`src/rtl/array_list_insert_delete_assert.svh`:
```
// Assertion macros for the list insert/delete block.
`ifndef ARRAY_LIST_INSERT_DELETE_ASSERT_SVH
`define ARRAY_LIST_INSERT_DELETE_ASSERT_SVH
`ifndef SYNTHESIS
`define ALID_ASSERT(lbl, clk, rst_n, prop) \
    lbl: assert property (@(posedge clk) disable iff (!rst_n) prop) \
        else $error("alid assertion failed");
`define ALID_NEVER(lbl, clk, rst_n, expr) \
    lbl: assert property (@(posedge clk) disable iff (!rst_n) !(expr)) \
        else $error("alid forbidden condition");
`else
`define ALID_ASSERT(lbl, clk, rst_n, prop)
`define ALID_NEVER(lbl, clk, rst_n, expr)
`endif
`endif

```
`src/rtl/alid_pkg.sv`:
```
// Package: command codes, status codes, decoded op and state types.
`default_nettype none
package alid_pkg;
    localparam int DEPTH_DEFAULT = 16;
    localparam int CMD_W         = 3;
    localparam int VALUE_W       = 32;
    localparam int STATUS_W      = 3;

    localparam logic [CMD_W-1:0] CMD_INS_FRONT = 3'd0;
    localparam logic [CMD_W-1:0] CMD_INS_BACK  = 3'd1;
    localparam logic [CMD_W-1:0] CMD_INS_AT    = 3'd2;
    localparam logic [CMD_W-1:0] CMD_DEL_FRONT = 3'd3;
    localparam logic [CMD_W-1:0] CMD_DEL_BACK  = 3'd4;
    localparam logic [CMD_W-1:0] CMD_DEL_AT    = 3'd5;

    localparam logic [STATUS_W-1:0] ST_OK     = 3'd0;
    localparam logic [STATUS_W-1:0] ST_FULL   = 3'd1;
    localparam logic [STATUS_W-1:0] ST_EMPTY  = 3'd2;
    localparam logic [STATUS_W-1:0] ST_BADPOS = 3'd3;
    localparam logic [STATUS_W-1:0] ST_BADCMD = 3'd4;

    typedef enum logic [1:0] {K_INS, K_DEL, K_BAD} t_kind;
    typedef enum logic [1:0] {W_FRONT, W_BACK, W_POS} t_where;

    typedef struct packed {
        t_kind  kind;
        t_where where;
    } t_op;

    typedef enum logic {S_IDLE, S_EMIT} t_state;
endpackage
`default_nettype wire

```
`src/rtl/alid_if.sv`:
```
// Command and result channel interfaces.
`default_nettype none
interface alid_cmd_if #(parameter int DEPTH = alid_pkg::DEPTH_DEFAULT) ();
    localparam int PW = $clog2(DEPTH + 2);
    logic                                valid;
    logic                                ready;
    logic [alid_pkg::CMD_W-1:0]          command;
    logic signed [alid_pkg::VALUE_W-1:0] value;
    logic [PW-1:0]                       position;
    modport source (output valid, command, value, position, input ready);
    modport sink   (input valid, command, value, position, output ready);
endinterface

interface alid_res_if #(parameter int DEPTH = alid_pkg::DEPTH_DEFAULT) ();
    localparam int IW = $clog2(DEPTH);
    logic                                valid;
    logic                                ready;
    logic signed [alid_pkg::VALUE_W-1:0] element;
    logic [IW-1:0]                       element_index;
    logic                                element_valid;
    logic [alid_pkg::STATUS_W-1:0]       status;
    logic                                last;
    modport source (output valid, element, element_index, element_valid, status, last,
                    input ready);
    modport sink   (input valid, element, element_index, element_valid, status, last,
                    output ready);
endinterface
`default_nettype wire

```
`src/rtl/alid_front.sv`:
```
// Front end: accepts command words and decodes them into ops for the queue.
`default_nettype none
module alid_front #(
    parameter int DEPTH = alid_pkg::DEPTH_DEFAULT
) (
    alid_cmd_if.sink                              i_cmd,
    input  wire logic                             i_q_ready,
    output logic                                  o_q_valid,
    output alid_pkg::t_op                         o_q_op,
    output logic signed [alid_pkg::VALUE_W-1:0]   o_q_value,
    output logic [$clog2(DEPTH + 2)-1:0]          o_q_position
);
    import alid_pkg::*;

    assign i_cmd.ready  = i_q_ready;
    assign o_q_valid    = i_cmd.valid;
    assign o_q_value    = i_cmd.value;
    assign o_q_position = i_cmd.position;

    always_comb begin
        unique case (i_cmd.command)
            CMD_INS_FRONT: o_q_op = '{kind: K_INS, where: W_FRONT};
            CMD_INS_BACK:  o_q_op = '{kind: K_INS, where: W_BACK};
            CMD_INS_AT:    o_q_op = '{kind: K_INS, where: W_POS};
            CMD_DEL_FRONT: o_q_op = '{kind: K_DEL, where: W_FRONT};
            CMD_DEL_BACK:  o_q_op = '{kind: K_DEL, where: W_BACK};
            CMD_DEL_AT:    o_q_op = '{kind: K_DEL, where: W_POS};
            default:       o_q_op = '{kind: K_BAD, where: W_FRONT};
        endcase
    end
endmodule
`default_nettype wire

```
`src/rtl/alid_fifo.sv`:
```
// Two-entry queue between the decoder and the list engine.
`default_nettype none
module alid_fifo #(
    parameter int W = 8
) (
    input  wire logic         i_clk,
    input  wire logic         i_rst_n,
    input  wire logic         i_push,
    input  wire logic [W-1:0] i_data,
    output logic              o_ready,
    input  wire logic         i_pop,
    output logic              o_valid,
    output logic [W-1:0]      o_data
);
    logic [W-1:0] r_mem [2];
    logic         r_wp;
    logic         r_rp;
    logic [1:0]   r_cnt;
    logic         w_push;
    logic         w_pop;

    assign o_ready = (r_cnt != 2'd2);
    assign o_valid = (r_cnt != 2'd0);
    assign o_data  = r_mem[r_rp];
    assign w_push  = i_push && o_ready;
    assign w_pop   = i_pop && o_valid;

    always_ff @(posedge i_clk) begin
        if (!i_rst_n) begin
            r_wp  <= 1'b0;
            r_rp  <= 1'b0;
            r_cnt <= 2'd0;
        end else begin
            if (w_push) r_wp <= ~r_wp;
            if (w_pop)  r_rp <= ~r_rp;
            if (w_push && !w_pop)      r_cnt <= r_cnt + 2'd1;
            else if (w_pop && !w_push) r_cnt <= r_cnt - 2'd1;
        end
    end

    always_ff @(posedge i_clk) begin
        if (w_push) r_mem[r_wp] <= i_data;
    end
endmodule
`default_nettype wire

```
`src/rtl/alid_back.sv`:
```
// List engine: checks an op against the list, shifts the store in parallel, streams the list out.
`default_nettype none
`include "array_list_insert_delete_assert.svh"
module alid_back #(
    parameter int DEPTH = alid_pkg::DEPTH_DEFAULT
) (
    input  wire logic                                  i_clk,
    input  wire logic                                  i_rst_n,
    input  wire logic                                  i_q_valid,
    input  wire alid_pkg::t_op                         i_q_op,
    input  wire logic signed [alid_pkg::VALUE_W-1:0]   i_q_value,
    input  wire logic [$clog2(DEPTH + 2)-1:0]          i_q_position,
    output logic                                       o_q_pop,
    alid_res_if.source                                 o_res
);
    import alid_pkg::*;

    localparam int IW = $clog2(DEPTH);
    localparam int CW = $clog2(DEPTH + 1);
    localparam int PW = $clog2(DEPTH + 2);
    localparam int EW = PW + 1;

    logic signed [VALUE_W-1:0] r_store [DEPTH];
    logic signed [VALUE_W-1:0] n_store [DEPTH];
    logic [CW-1:0]             r_count;
    logic [CW-1:0]             n_count;
    t_state                    r_state;
    t_state                    n_state;
    logic [STATUS_W-1:0]       r_status;
    logic [STATUS_W-1:0]       w_exec_status;
    logic [IW-1:0]             r_idx;

    logic                      r_ov;
    logic signed [VALUE_W-1:0] r_oelem;
    logic [IW-1:0]             r_oidx;
    logic                      r_oev;
    logic [STATUS_W-1:0]       r_ost;
    logic                      r_olast;

    logic                      w_do_ins;
    logic                      w_do_del;
    logic [IW-1:0]             w_slot;
    logic [EW-1:0]             w_pos_x;
    logic [EW-1:0]             w_cnt_x;
    logic [EW-1:0]             w_slot_x;
    logic                      w_load;
    logic signed [VALUE_W-1:0] w_elem;
    logic                      w_ev;
    logic [STATUS_W-1:0]       w_st;
    logic                      w_last;

    assign w_pos_x  = EW'(i_q_position);
    assign w_cnt_x  = EW'(r_count);
    assign w_slot_x = EW'(w_slot);

    // Range checks: full/empty before position
    always_comb begin
        w_exec_status = ST_OK;
        w_slot        = '0;
        unique case (i_q_op.kind)
            K_INS: begin
                if (r_count == CW'(DEPTH)) begin
                    w_exec_status = ST_FULL;
                end else begin
                    unique case (i_q_op.where)
                        W_FRONT: w_slot = '0;
                        W_BACK:  w_slot = r_count[IW-1:0];
                        W_POS: begin
                            if (w_pos_x == '0 || w_pos_x > w_cnt_x + EW'(1))
                                w_exec_status = ST_BADPOS;
                            else
                                w_slot = IW'(w_pos_x - EW'(1));
                        end
                        default: w_exec_status = ST_BADCMD;
                    endcase
                end
            end
            K_DEL: begin
                if (r_count == '0) begin
                    w_exec_status = ST_EMPTY;
                end else begin
                    unique case (i_q_op.where)
                        W_FRONT: w_slot = '0;
                        W_BACK:  w_slot = IW'(w_cnt_x - EW'(1));
                        W_POS: begin
                            if (w_pos_x == '0 || w_pos_x > w_cnt_x)
                                w_exec_status = ST_BADPOS;
                            else
                                w_slot = IW'(w_pos_x - EW'(1));
                        end
                        default: w_exec_status = ST_BADCMD;
                    endcase
                end
            end
            default: w_exec_status = ST_BADCMD;
        endcase
    end

    assign o_q_pop  = (r_state == S_IDLE) && i_q_valid;
    assign w_do_ins = o_q_pop && (w_exec_status == ST_OK) && (i_q_op.kind == K_INS);
    assign w_do_del = o_q_pop && (w_exec_status == ST_OK) && (i_q_op.kind == K_DEL);

    // Parallel shift: each slot picks itself, a neighbor or the new word
    always_comb begin
        for (int i = 0; i < DEPTH; i++) begin
            n_store[i] = r_store[i];
            if (w_do_ins) begin
                if (EW'(i) == w_slot_x)
                    n_store[i] = i_q_value;
                else if (EW'(i) > w_slot_x && EW'(i) <= w_cnt_x)
                    n_store[i] = r_store[(i > 0) ? i - 1 : 0];
            end else if (w_do_del) begin
                if (EW'(i) >= w_slot_x && EW'(i) + EW'(1) < w_cnt_x)
                    n_store[i] = r_store[(i + 1 < DEPTH) ? i + 1 : i];
            end
        end
    end

    always_comb begin
        n_count = r_count;
        if (w_do_ins)      n_count = r_count + CW'(1);
        else if (w_do_del) n_count = r_count - CW'(1);
    end

    always_ff @(posedge i_clk) begin
        if (w_do_ins || w_do_del) r_store <= n_store;
    end

    // Next-state logic
    always_comb begin
        n_state = r_state;
        unique case (r_state)
            S_IDLE: if (i_q_valid) n_state = S_EMIT;
            S_EMIT: if (w_load && w_last) n_state = S_IDLE;
            default: n_state = S_IDLE;
        endcase
    end

    // Result word for the current index
    always_comb begin
        w_load = (r_state == S_EMIT) && (!r_ov || o_res.ready);
        if (r_status != ST_OK || r_count == '0) begin
            w_elem = '0;
            w_ev   = 1'b0;
            w_st   = (r_status != ST_OK) ? r_status : ST_EMPTY;
            w_last = 1'b1;
        end else begin
            w_elem = r_store[r_idx];
            w_ev   = 1'b1;
            w_st   = ST_OK;
            w_last = (EW'(r_idx) + EW'(1) == w_cnt_x);
        end
    end

    always_ff @(posedge i_clk) begin
        if (!i_rst_n) begin
            r_state <= S_IDLE;
            r_count <= '0;
            r_ov    <= 1'b0;
            r_idx   <= '0;
        end else begin
            r_state <= n_state;
            r_count <= n_count;
            if (o_q_pop)     r_idx <= '0;
            else if (w_load) r_idx <= r_idx + IW'(1);
            if (w_load)           r_ov <= 1'b1;
            else if (o_res.ready) r_ov <= 1'b0;
        end
    end

    always_ff @(posedge i_clk) begin
        if (o_q_pop) r_status <= w_exec_status;
        if (w_load) begin
            r_oelem <= w_elem;
            r_oidx  <= w_ev ? r_idx : '0;
            r_oev   <= w_ev;
            r_ost   <= w_st;
            r_olast <= w_last;
        end
    end

    assign o_res.valid         = r_ov;
    assign o_res.element       = r_oelem;
    assign o_res.element_index = r_oidx;
    assign o_res.element_valid = r_oev;
    assign o_res.status        = r_ost;
    assign o_res.last          = r_olast;

    `ALID_NEVER(a_count_bound, i_clk, i_rst_n, r_count > CW'(DEPTH))
    `ALID_ASSERT(a_count_step, i_clk, i_rst_n,
        r_count != $past(r_count) |->
            (r_count == $past(r_count) + CW'(1) || r_count + CW'(1) == $past(r_count)))
    // a held word may outlive the edit of the next command, so only its own fields are checked
    `ALID_ASSERT(a_entry_in_list, i_clk, i_rst_n, (r_ov && r_oev) |-> (r_ost == ST_OK))
endmodule
`default_nettype wire

```
`src/rtl/array_list_insert_delete.sv`:
```
// Flow: a command is written into the queue when accepted; the engine pops it when
// idle, edits the list, and registers the first result word after the edit.
// A command returns n result words (1 to DEPTH), one per cycle while the result channel
// is ready; the queue holds two commands while the engine streams the previous one.
// Reset: synchronous active low; the list is empty and the queue drained after it.
`default_nettype none
module array_list_insert_delete #(
    parameter int DEPTH = alid_pkg::DEPTH_DEFAULT
) (
    input  wire logic  i_clk,
    input  wire logic  i_rst_n,
    alid_cmd_if.sink   i_cmd,
    alid_res_if.source o_res
);
    import alid_pkg::*;

    localparam int PW = $clog2(DEPTH + 2);
    localparam int QW = $bits(t_op) + VALUE_W + PW;

    logic                      w_f_valid;
    t_op                       w_f_op;
    logic signed [VALUE_W-1:0] w_f_value;
    logic [PW-1:0]             w_f_pos;
    logic                      w_q_ready;
    logic                      w_q_valid;
    logic [QW-1:0]             w_q_data;
    logic                      w_q_pop;
    t_op                       w_b_op;
    logic signed [VALUE_W-1:0] w_b_value;
    logic [PW-1:0]             w_b_pos;

    alid_front #(.DEPTH(DEPTH)) u_front (
        .i_cmd        (i_cmd),
        .i_q_ready    (w_q_ready),
        .o_q_valid    (w_f_valid),
        .o_q_op       (w_f_op),
        .o_q_value    (w_f_value),
        .o_q_position (w_f_pos)
    );

    alid_fifo #(.W(QW)) u_fifo (
        .i_clk   (i_clk),
        .i_rst_n (i_rst_n),
        .i_push  (w_f_valid),
        .i_data  ({w_f_op, w_f_value, w_f_pos}),
        .o_ready (w_q_ready),
        .i_pop   (w_q_pop),
        .o_valid (w_q_valid),
        .o_data  (w_q_data)
    );

    assign {w_b_op, w_b_value, w_b_pos} = w_q_data;

    alid_back #(.DEPTH(DEPTH)) u_back (
        .i_clk        (i_clk),
        .i_rst_n      (i_rst_n),
        .i_q_valid    (w_q_valid),
        .i_q_op       (w_b_op),
        .i_q_value    (w_b_value),
        .i_q_position (w_b_pos),
        .o_q_pop      (w_q_pop),
        .o_res        (o_res)
    );
endmodule
`default_nettype wire

```
`src/flat_wrapper.sv`:
```
// flat-port wrapper written by rule: the top's interface ports become plain ports
module array_list_insert_delete_flat import alid_pkg::*;
#(
    parameter int DEPTH = alid_pkg::DEPTH_DEFAULT
)
  (i_clk, i_rst_n, i_cmd_valid, i_cmd_command, i_cmd_value, i_cmd_position, i_cmd_ready, o_res_valid, o_res_element, o_res_element_index, o_res_element_valid, o_res_status, o_res_last, o_res_ready);
  alid_cmd_if #(.DEPTH(DEPTH)) i_cmd_i ();
  alid_res_if #(.DEPTH(DEPTH)) o_res_i ();
  input  wire logic i_clk;
  input  wire logic i_rst_n;
  input wire logic [$bits(i_cmd_i.valid)-1:0] i_cmd_valid;
  input wire logic [$bits(i_cmd_i.command)-1:0] i_cmd_command;
  input wire logic [$bits(i_cmd_i.value)-1:0] i_cmd_value;
  input wire logic [$bits(i_cmd_i.position)-1:0] i_cmd_position;
  output wire logic [$bits(i_cmd_i.ready)-1:0] i_cmd_ready;
  output wire logic [$bits(o_res_i.valid)-1:0] o_res_valid;
  output wire logic [$bits(o_res_i.element)-1:0] o_res_element;
  output wire logic [$bits(o_res_i.element_index)-1:0] o_res_element_index;
  output wire logic [$bits(o_res_i.element_valid)-1:0] o_res_element_valid;
  output wire logic [$bits(o_res_i.status)-1:0] o_res_status;
  output wire logic [$bits(o_res_i.last)-1:0] o_res_last;
  input wire logic [$bits(o_res_i.ready)-1:0] o_res_ready;
  assign i_cmd_i.valid = i_cmd_valid;
  assign i_cmd_i.command = i_cmd_command;
  assign i_cmd_i.value = i_cmd_value;
  assign i_cmd_i.position = i_cmd_position;
  assign i_cmd_ready = i_cmd_i.ready;
  assign o_res_valid = o_res_i.valid;
  assign o_res_element = o_res_i.element;
  assign o_res_element_index = o_res_i.element_index;
  assign o_res_element_valid = o_res_i.element_valid;
  assign o_res_status = o_res_i.status;
  assign o_res_last = o_res_i.last;
  assign o_res_i.ready = o_res_ready;
  array_list_insert_delete #(.DEPTH(DEPTH)) u_core (.i_clk(i_clk), .i_rst_n(i_rst_n), .i_cmd(i_cmd_i), .o_res(o_res_i));
endmodule
```
`config.mk`:
```
export PLATFORM = sky130hd
export DESIGN_NAME = array_list_insert_delete_flat
export DESIGN_NICKNAME = d
export VERILOG_FILES = /design/src/rtl/alid_pkg.sv /design/src/rtl/alid_if.sv /design/src/rtl/alid_front.sv /design/src/rtl/alid_fifo.sv /design/src/rtl/alid_back.sv /design/src/rtl/array_list_insert_delete.sv /design/src/flat_wrapper.sv
export VERILOG_INCLUDE_DIRS = /design/src /design/src/rtl
export SDC_FILE = /design/constraint.sdc
export NUM_CORES = 2
export LEC_CHECK = 0
export ABC_AREA = 1
export CORE_UTILIZATION = 55
export CTS_BUF_LIST = sky130_fd_sc_hd__clkbuf_16
export DETAILED_ROUTE_END_ITERATION = 8
export DONT_BUFFER_PORTS = 1
export PLACE_DENSITY = 0.72
export SLEW_MARGIN = 20
export SYNTH_ARGS = -nofsm -noshare
export SYNTH_HDL_FRONTEND = slang
export SYNTH_SLANG_ARGS = --single-unit
```
`constraint.sdc`:
```
create_clock -name i_clk -period 15.7 [get_ports i_clk]
set_clock_uncertainty 0.2 [all_clocks]
set_input_delay 0.785 -clock i_clk [delete_from_list [all_inputs] [get_ports i_clk]]
set_output_delay 0.785 -clock i_clk [all_outputs]
set_load 0.005 [all_outputs]
```
==> impl_table.tex <==
\begin{tabular}{lr}
\hline
Metric & Value \\
\hline
\multicolumn{2}{l}{\textbf{Power}} \\
\quad Power Dens Cells & $\sim$180 mW/mm2 \\
\quad Peak VDD IR & between 0.1 and 0.15 mV \\
\quad Leak Pwr & between 20 and 25 nW \\
\multicolumn{2}{l}{\textbf{Synth}} \\
\quad Post-synth cell types & a little over 40 \\
\quad Predominant post-synthesis flop cell & edfxtp\_1 \\
\quad Most area-consuming cells after synthesis & edfxtp\_1 (50\%), nand2\_1 (23\%), inv\_1 (4.8\%) \\
\quad Library cell occupying the most area in the post-synthesis netlist & edfxtp\_1 \\
\quad Synthesized instance count & between 4000 and 5000 \\
\quad Warnings from Yosys & 0 \\
\quad Async S/R FF share, synth & 0\% \\
\quad Share of the synthesized area in the top cell type & about half \\
\quad Syn Nets & 4936 \\
\quad Cell Area, Synth & 0.0380 mm2 \\
\quad Share of the yosys chip area belonging to registers & approximately half \\
\quad Synthesized area divided by synthesized cell count & $\sim$7.8 um2 \\
\quad Synthesis-stage register bit count & around 650 \\
\quad EDFF count, synth & between 600 and 700 \\
\multicolumn{2}{l}{\textbf{Die}} \\
\quad Height of the die & about 270 um \\
\quad Number of rows in the core area & 96 \\
\quad Chip width & between 200 and 300 um \\
\quad I/O pins & between 80 and 90 \\
\quad Die area & 0.0702 mm2 \\
\quad Effective utilization at floorplan & a little under three fifths \\
\quad Floorplan Core Area & 0.0685 mm2 \\
\multicolumn{2}{l}{\textbf{STA}} \\
\quad Tmin final & 7.36 ns \\
\quad Achievable frequency & approximately 0.14 GHz \\
\quad RSZ-0062 raised after global routing & false \\
\quad Final-layout setup total negative slack & 0 ns \\
\quad Final hold vios & 0 \\
\quad Worst Tran Pin Value & around 1.2 ns \\
\quad Finish-stage setup viols & 0 \\
\quad Normalized max-slew margin & $\sim$18\% \\
\quad Fraction of the cycle the final worst path needs & about 47\% \\
\quad Max-slew violation count & 0 \\
\multicolumn{2}{l}{\textbf{Global routing}} \\
\quad Gr ovfl total & 0 \\
\quad Global-route wire length before repair & between 150000 and 200000 um \\
\quad All-layer global routing usage & between 30\% and 40\% \\
\quad Pin count of the biggest net entering global routing & between 200 and 250 \\
\quad Antenna violations before repair & 3 \\
\quad Vias in the first global route & around 32000 \\
\multicolumn{2}{l}{\textbf{Critical path}} \\
\quad Kind of start point of the critical path & flip-flop \\
\quad CP endpoint kind & flip-flop \\
\quad Class of the most critical setup path & flip-flop to flip-flop \\
\quad Required time of the worst setup path & about 16 ns \\
\quad Max Fanout on Critical Path & 43 \\
\quad Critical Path AT & $\sim$7.5 ns \\
\multicolumn{2}{l}{\textbf{Clock network}} \\
\quad Postcts setup bufs & 0 \\
\quad Library cell used as clock root buffer & clkbuf\_16 \\
\quad CTS clock-pin slew for the worst setup and hold paths & 0.06 ns \\
\quad Total clock buffers created by CTS & 74 \\
\quad CTS sink count & about 650 \\
\quad Clock network latency to the later pin of the worst-skew pair & between 0.6 and 0.7 ns \\
\quad Total of hold buffers inserted after clock tree synthesis & 26 \\
\quad H-Tree Level Count & 3 \\
\quad Number of resized instances in the post-cts repair step & 0 \\
\quad Clock Tree Buf Depth & 3 \\
\quad TritonCTS clock tree & built \\
\multicolumn{2}{l}{\textbf{Final layout}} \\
\quad Antenna diode instance count & 0 \\
\quad Fraction of the core area covered by cells at the end of the flow & between 60 and 70\% \\
\quad Filler cell count & 6053 \\
\quad Area grow syn2layout & 8.44\% \\
\quad Share of layout cells above drive strength 1 & 8.05\% \\
\quad Total Nets Final & 4818 \\
\quad Count of placed standard cells in the final layout, fillers left out & between 5000 and 6000 \\
\multicolumn{2}{l}{\textbf{Place}} \\
\quad Dpl cells & between 5000 and 6000 \\
\quad GPL Wtd Cong & about 0.96 \\
\quad Number of buffers added on ports & 0 \\
\quad Placed wire-length estimate & around 74000 um \\
\multicolumn{2}{l}{\textbf{Routing}} \\
\quad Drt total wl & between 100000 and 150000 um \\
\quad Number of DRC markers in iteration 0 & roughly 5800 \\
\quad Vias after detailed routing & $\sim$35000 \\
\quad Vias/cell & $\sim$6.1 \\
\quad Number of detailed-routing iterations run before antenna repair & 6 \\
\quad Wire length per cell & about 23 um \\
\quad Antenna Violating Nets Remaining & 0 \\
\quad Post-detailed-route DRC marker count & 0 \\
\multicolumn{2}{l}{\textbf{Job}} \\
\quad Max-capacitance violation count & 0 \\
\multicolumn{2}{l}{\textbf{Status}} \\
\quad Result of the run & finished clean \\
\multicolumn{2}{l}{\textbf{Min path}} \\
\quad Worst min-delay path class & input pin to flip-flop \\
\hline
\end{tabular}
[flip-flops by register name, summed over array words and instances, names as in the netlist, 2 cells and up, named ones only]
register and count:
u_core.u_back.o_res.element 32, u_core.u_back.o_res.element_index 4, u_core.u_back.o_res.status 3, u_core.u_back.r_count 5, u_core.u_back.r_idx 4, u_core.u_back.r_status 3
u_core.u_back.r_store 512, u_core.u_fifo.r_cnt 2, u_core.u_fifo.r_mem 82
[metrics by stage]
step | worst slack, ns | hold WS (ns) | total power, mW | instance area (um2)
after global placement | 8.63 | 0.234 | 5.49 | 38700
final | 8.34 | 0.0302 | 7.34 | 41300
after floorplan | 10.42 | 0.225 | 4.58 | 38000
after detailed placement | 8.50 | 0.240 | 5.54 | 38700
after global routing | 7.90 | 0.0115 | 7.67 | 41300
after CTS | 8.46 | 0.00140 | 7.22 | 41300
[placed cells by master (no fill, tap or decap), types with 59 or more instances in the layout]
master,instances
nand3_1,222
or2_2,66
o21ai_0,188
nand2_1,2280
a21oi_1,148
o2111ai_1,60
nand4_1,69
inv_1,492
o21ai_1,59
clkbuf_16,74
edfxtp_1,638
buf_4,76
[layer usage]
metal  vias to the layer above  global-route usage [%]  wire length (um)
li1                      15700                       -                 -
met2                      2632                    56.8             57700
met5                         -                       0                13
met1                     15900                    49.6             49300
met3                       448                    9.07             18300
met4                         2                    17.7              6560
[worst max-delay path, stage by stage, from the launching register on]
cell and delay (ns):
dfxtp_2 0.90, inv_2 0.50, nand2_1 0.16, and2_1 0.18
inv_1 0.08, ha_1 0.29, nand2_1 0.07, nor2_1 0.16
nand2_1 0.07, nand2_1 0.11, nand3_1 0.09, o21ai_0 0.09
nand2_1 0.12, nand2_1 0.15, nand2_2 0.59, buf_4 0.54
nor2_1 0.28, nand2_2 0.70, nand2_2 0.28, inv_1 0.10
a21oi_4 0.79, buf_4 0.50
[cell families after synthesis]
family | after synthesis | share of synthesized area, %
buffers and inverters | 796 | 8.41
AOI/OAI and AO/OA | 621 | 10.0
DFF | 654 | 51.2
adders and majority gates | 22 | 0.723
and+or+nand+nor | 2767 | 29.4
xor gates and xnor gates | 10 | 0.230
[synth_stat cells, types with 47 or more instances]
| library cell | number |
|---|---|
| a21oi_1 | 155 |
| buf_2 | 47 |
| clkbuf_1 | 205 |
| edfxtp_1 | 638 |
| inv_1 | 485 |
| nand2_1 | 2290 |
| nand3_1 | 224 |
| nand4_1 | 69 |
| nor2_1 | 65 |
| o2111ai_1 | 60 |
| o21ai_0 | 188 |
| o21ai_1 | 62 |
| o221ai_1 | 58 |
| or2_2 | 66 |
[layout make-up]
type	count	area, um2	share of cell area (%)
Sequential cell	654	19500	47.2
Timing Repair Buffer	105	891	2.16
Clock buffer	74	1850	4.49
Multi-Input combinational cell	3420	15600	37.8
Clock inverter	55	440	1.07
Tap cell	882	1100	2.67
Inverter	497	1870	4.53
[worst paths after layout]
path | from | endpoint | slack [ns] | cells past startpoint
worst max-delay path | flip-flop | u_core.u_back.r_store[137] | 8.34 | 21
worst min-delay path | i_cmd_position[1] | u_core.u_fifo.r_mem[1][1] | 0.03 | 0
worst max register to register | flip-flop | u_core.u_back.r_store[137] | 8.34 | 21
worst min register to register | u_core.u_fifo.r_rp | flip-flop | 0.25 | 1
[where the power goes]
group	total (mW)	switching (mW)	leakage (nW)	internal, mW
Sequential	2.77	0.258	5.95	2.51
Combinational	2.88	2.10	13.1	0.784
Clock	1.69	0.757	1.18	0.930
Power figures use the tool's default switching activity.
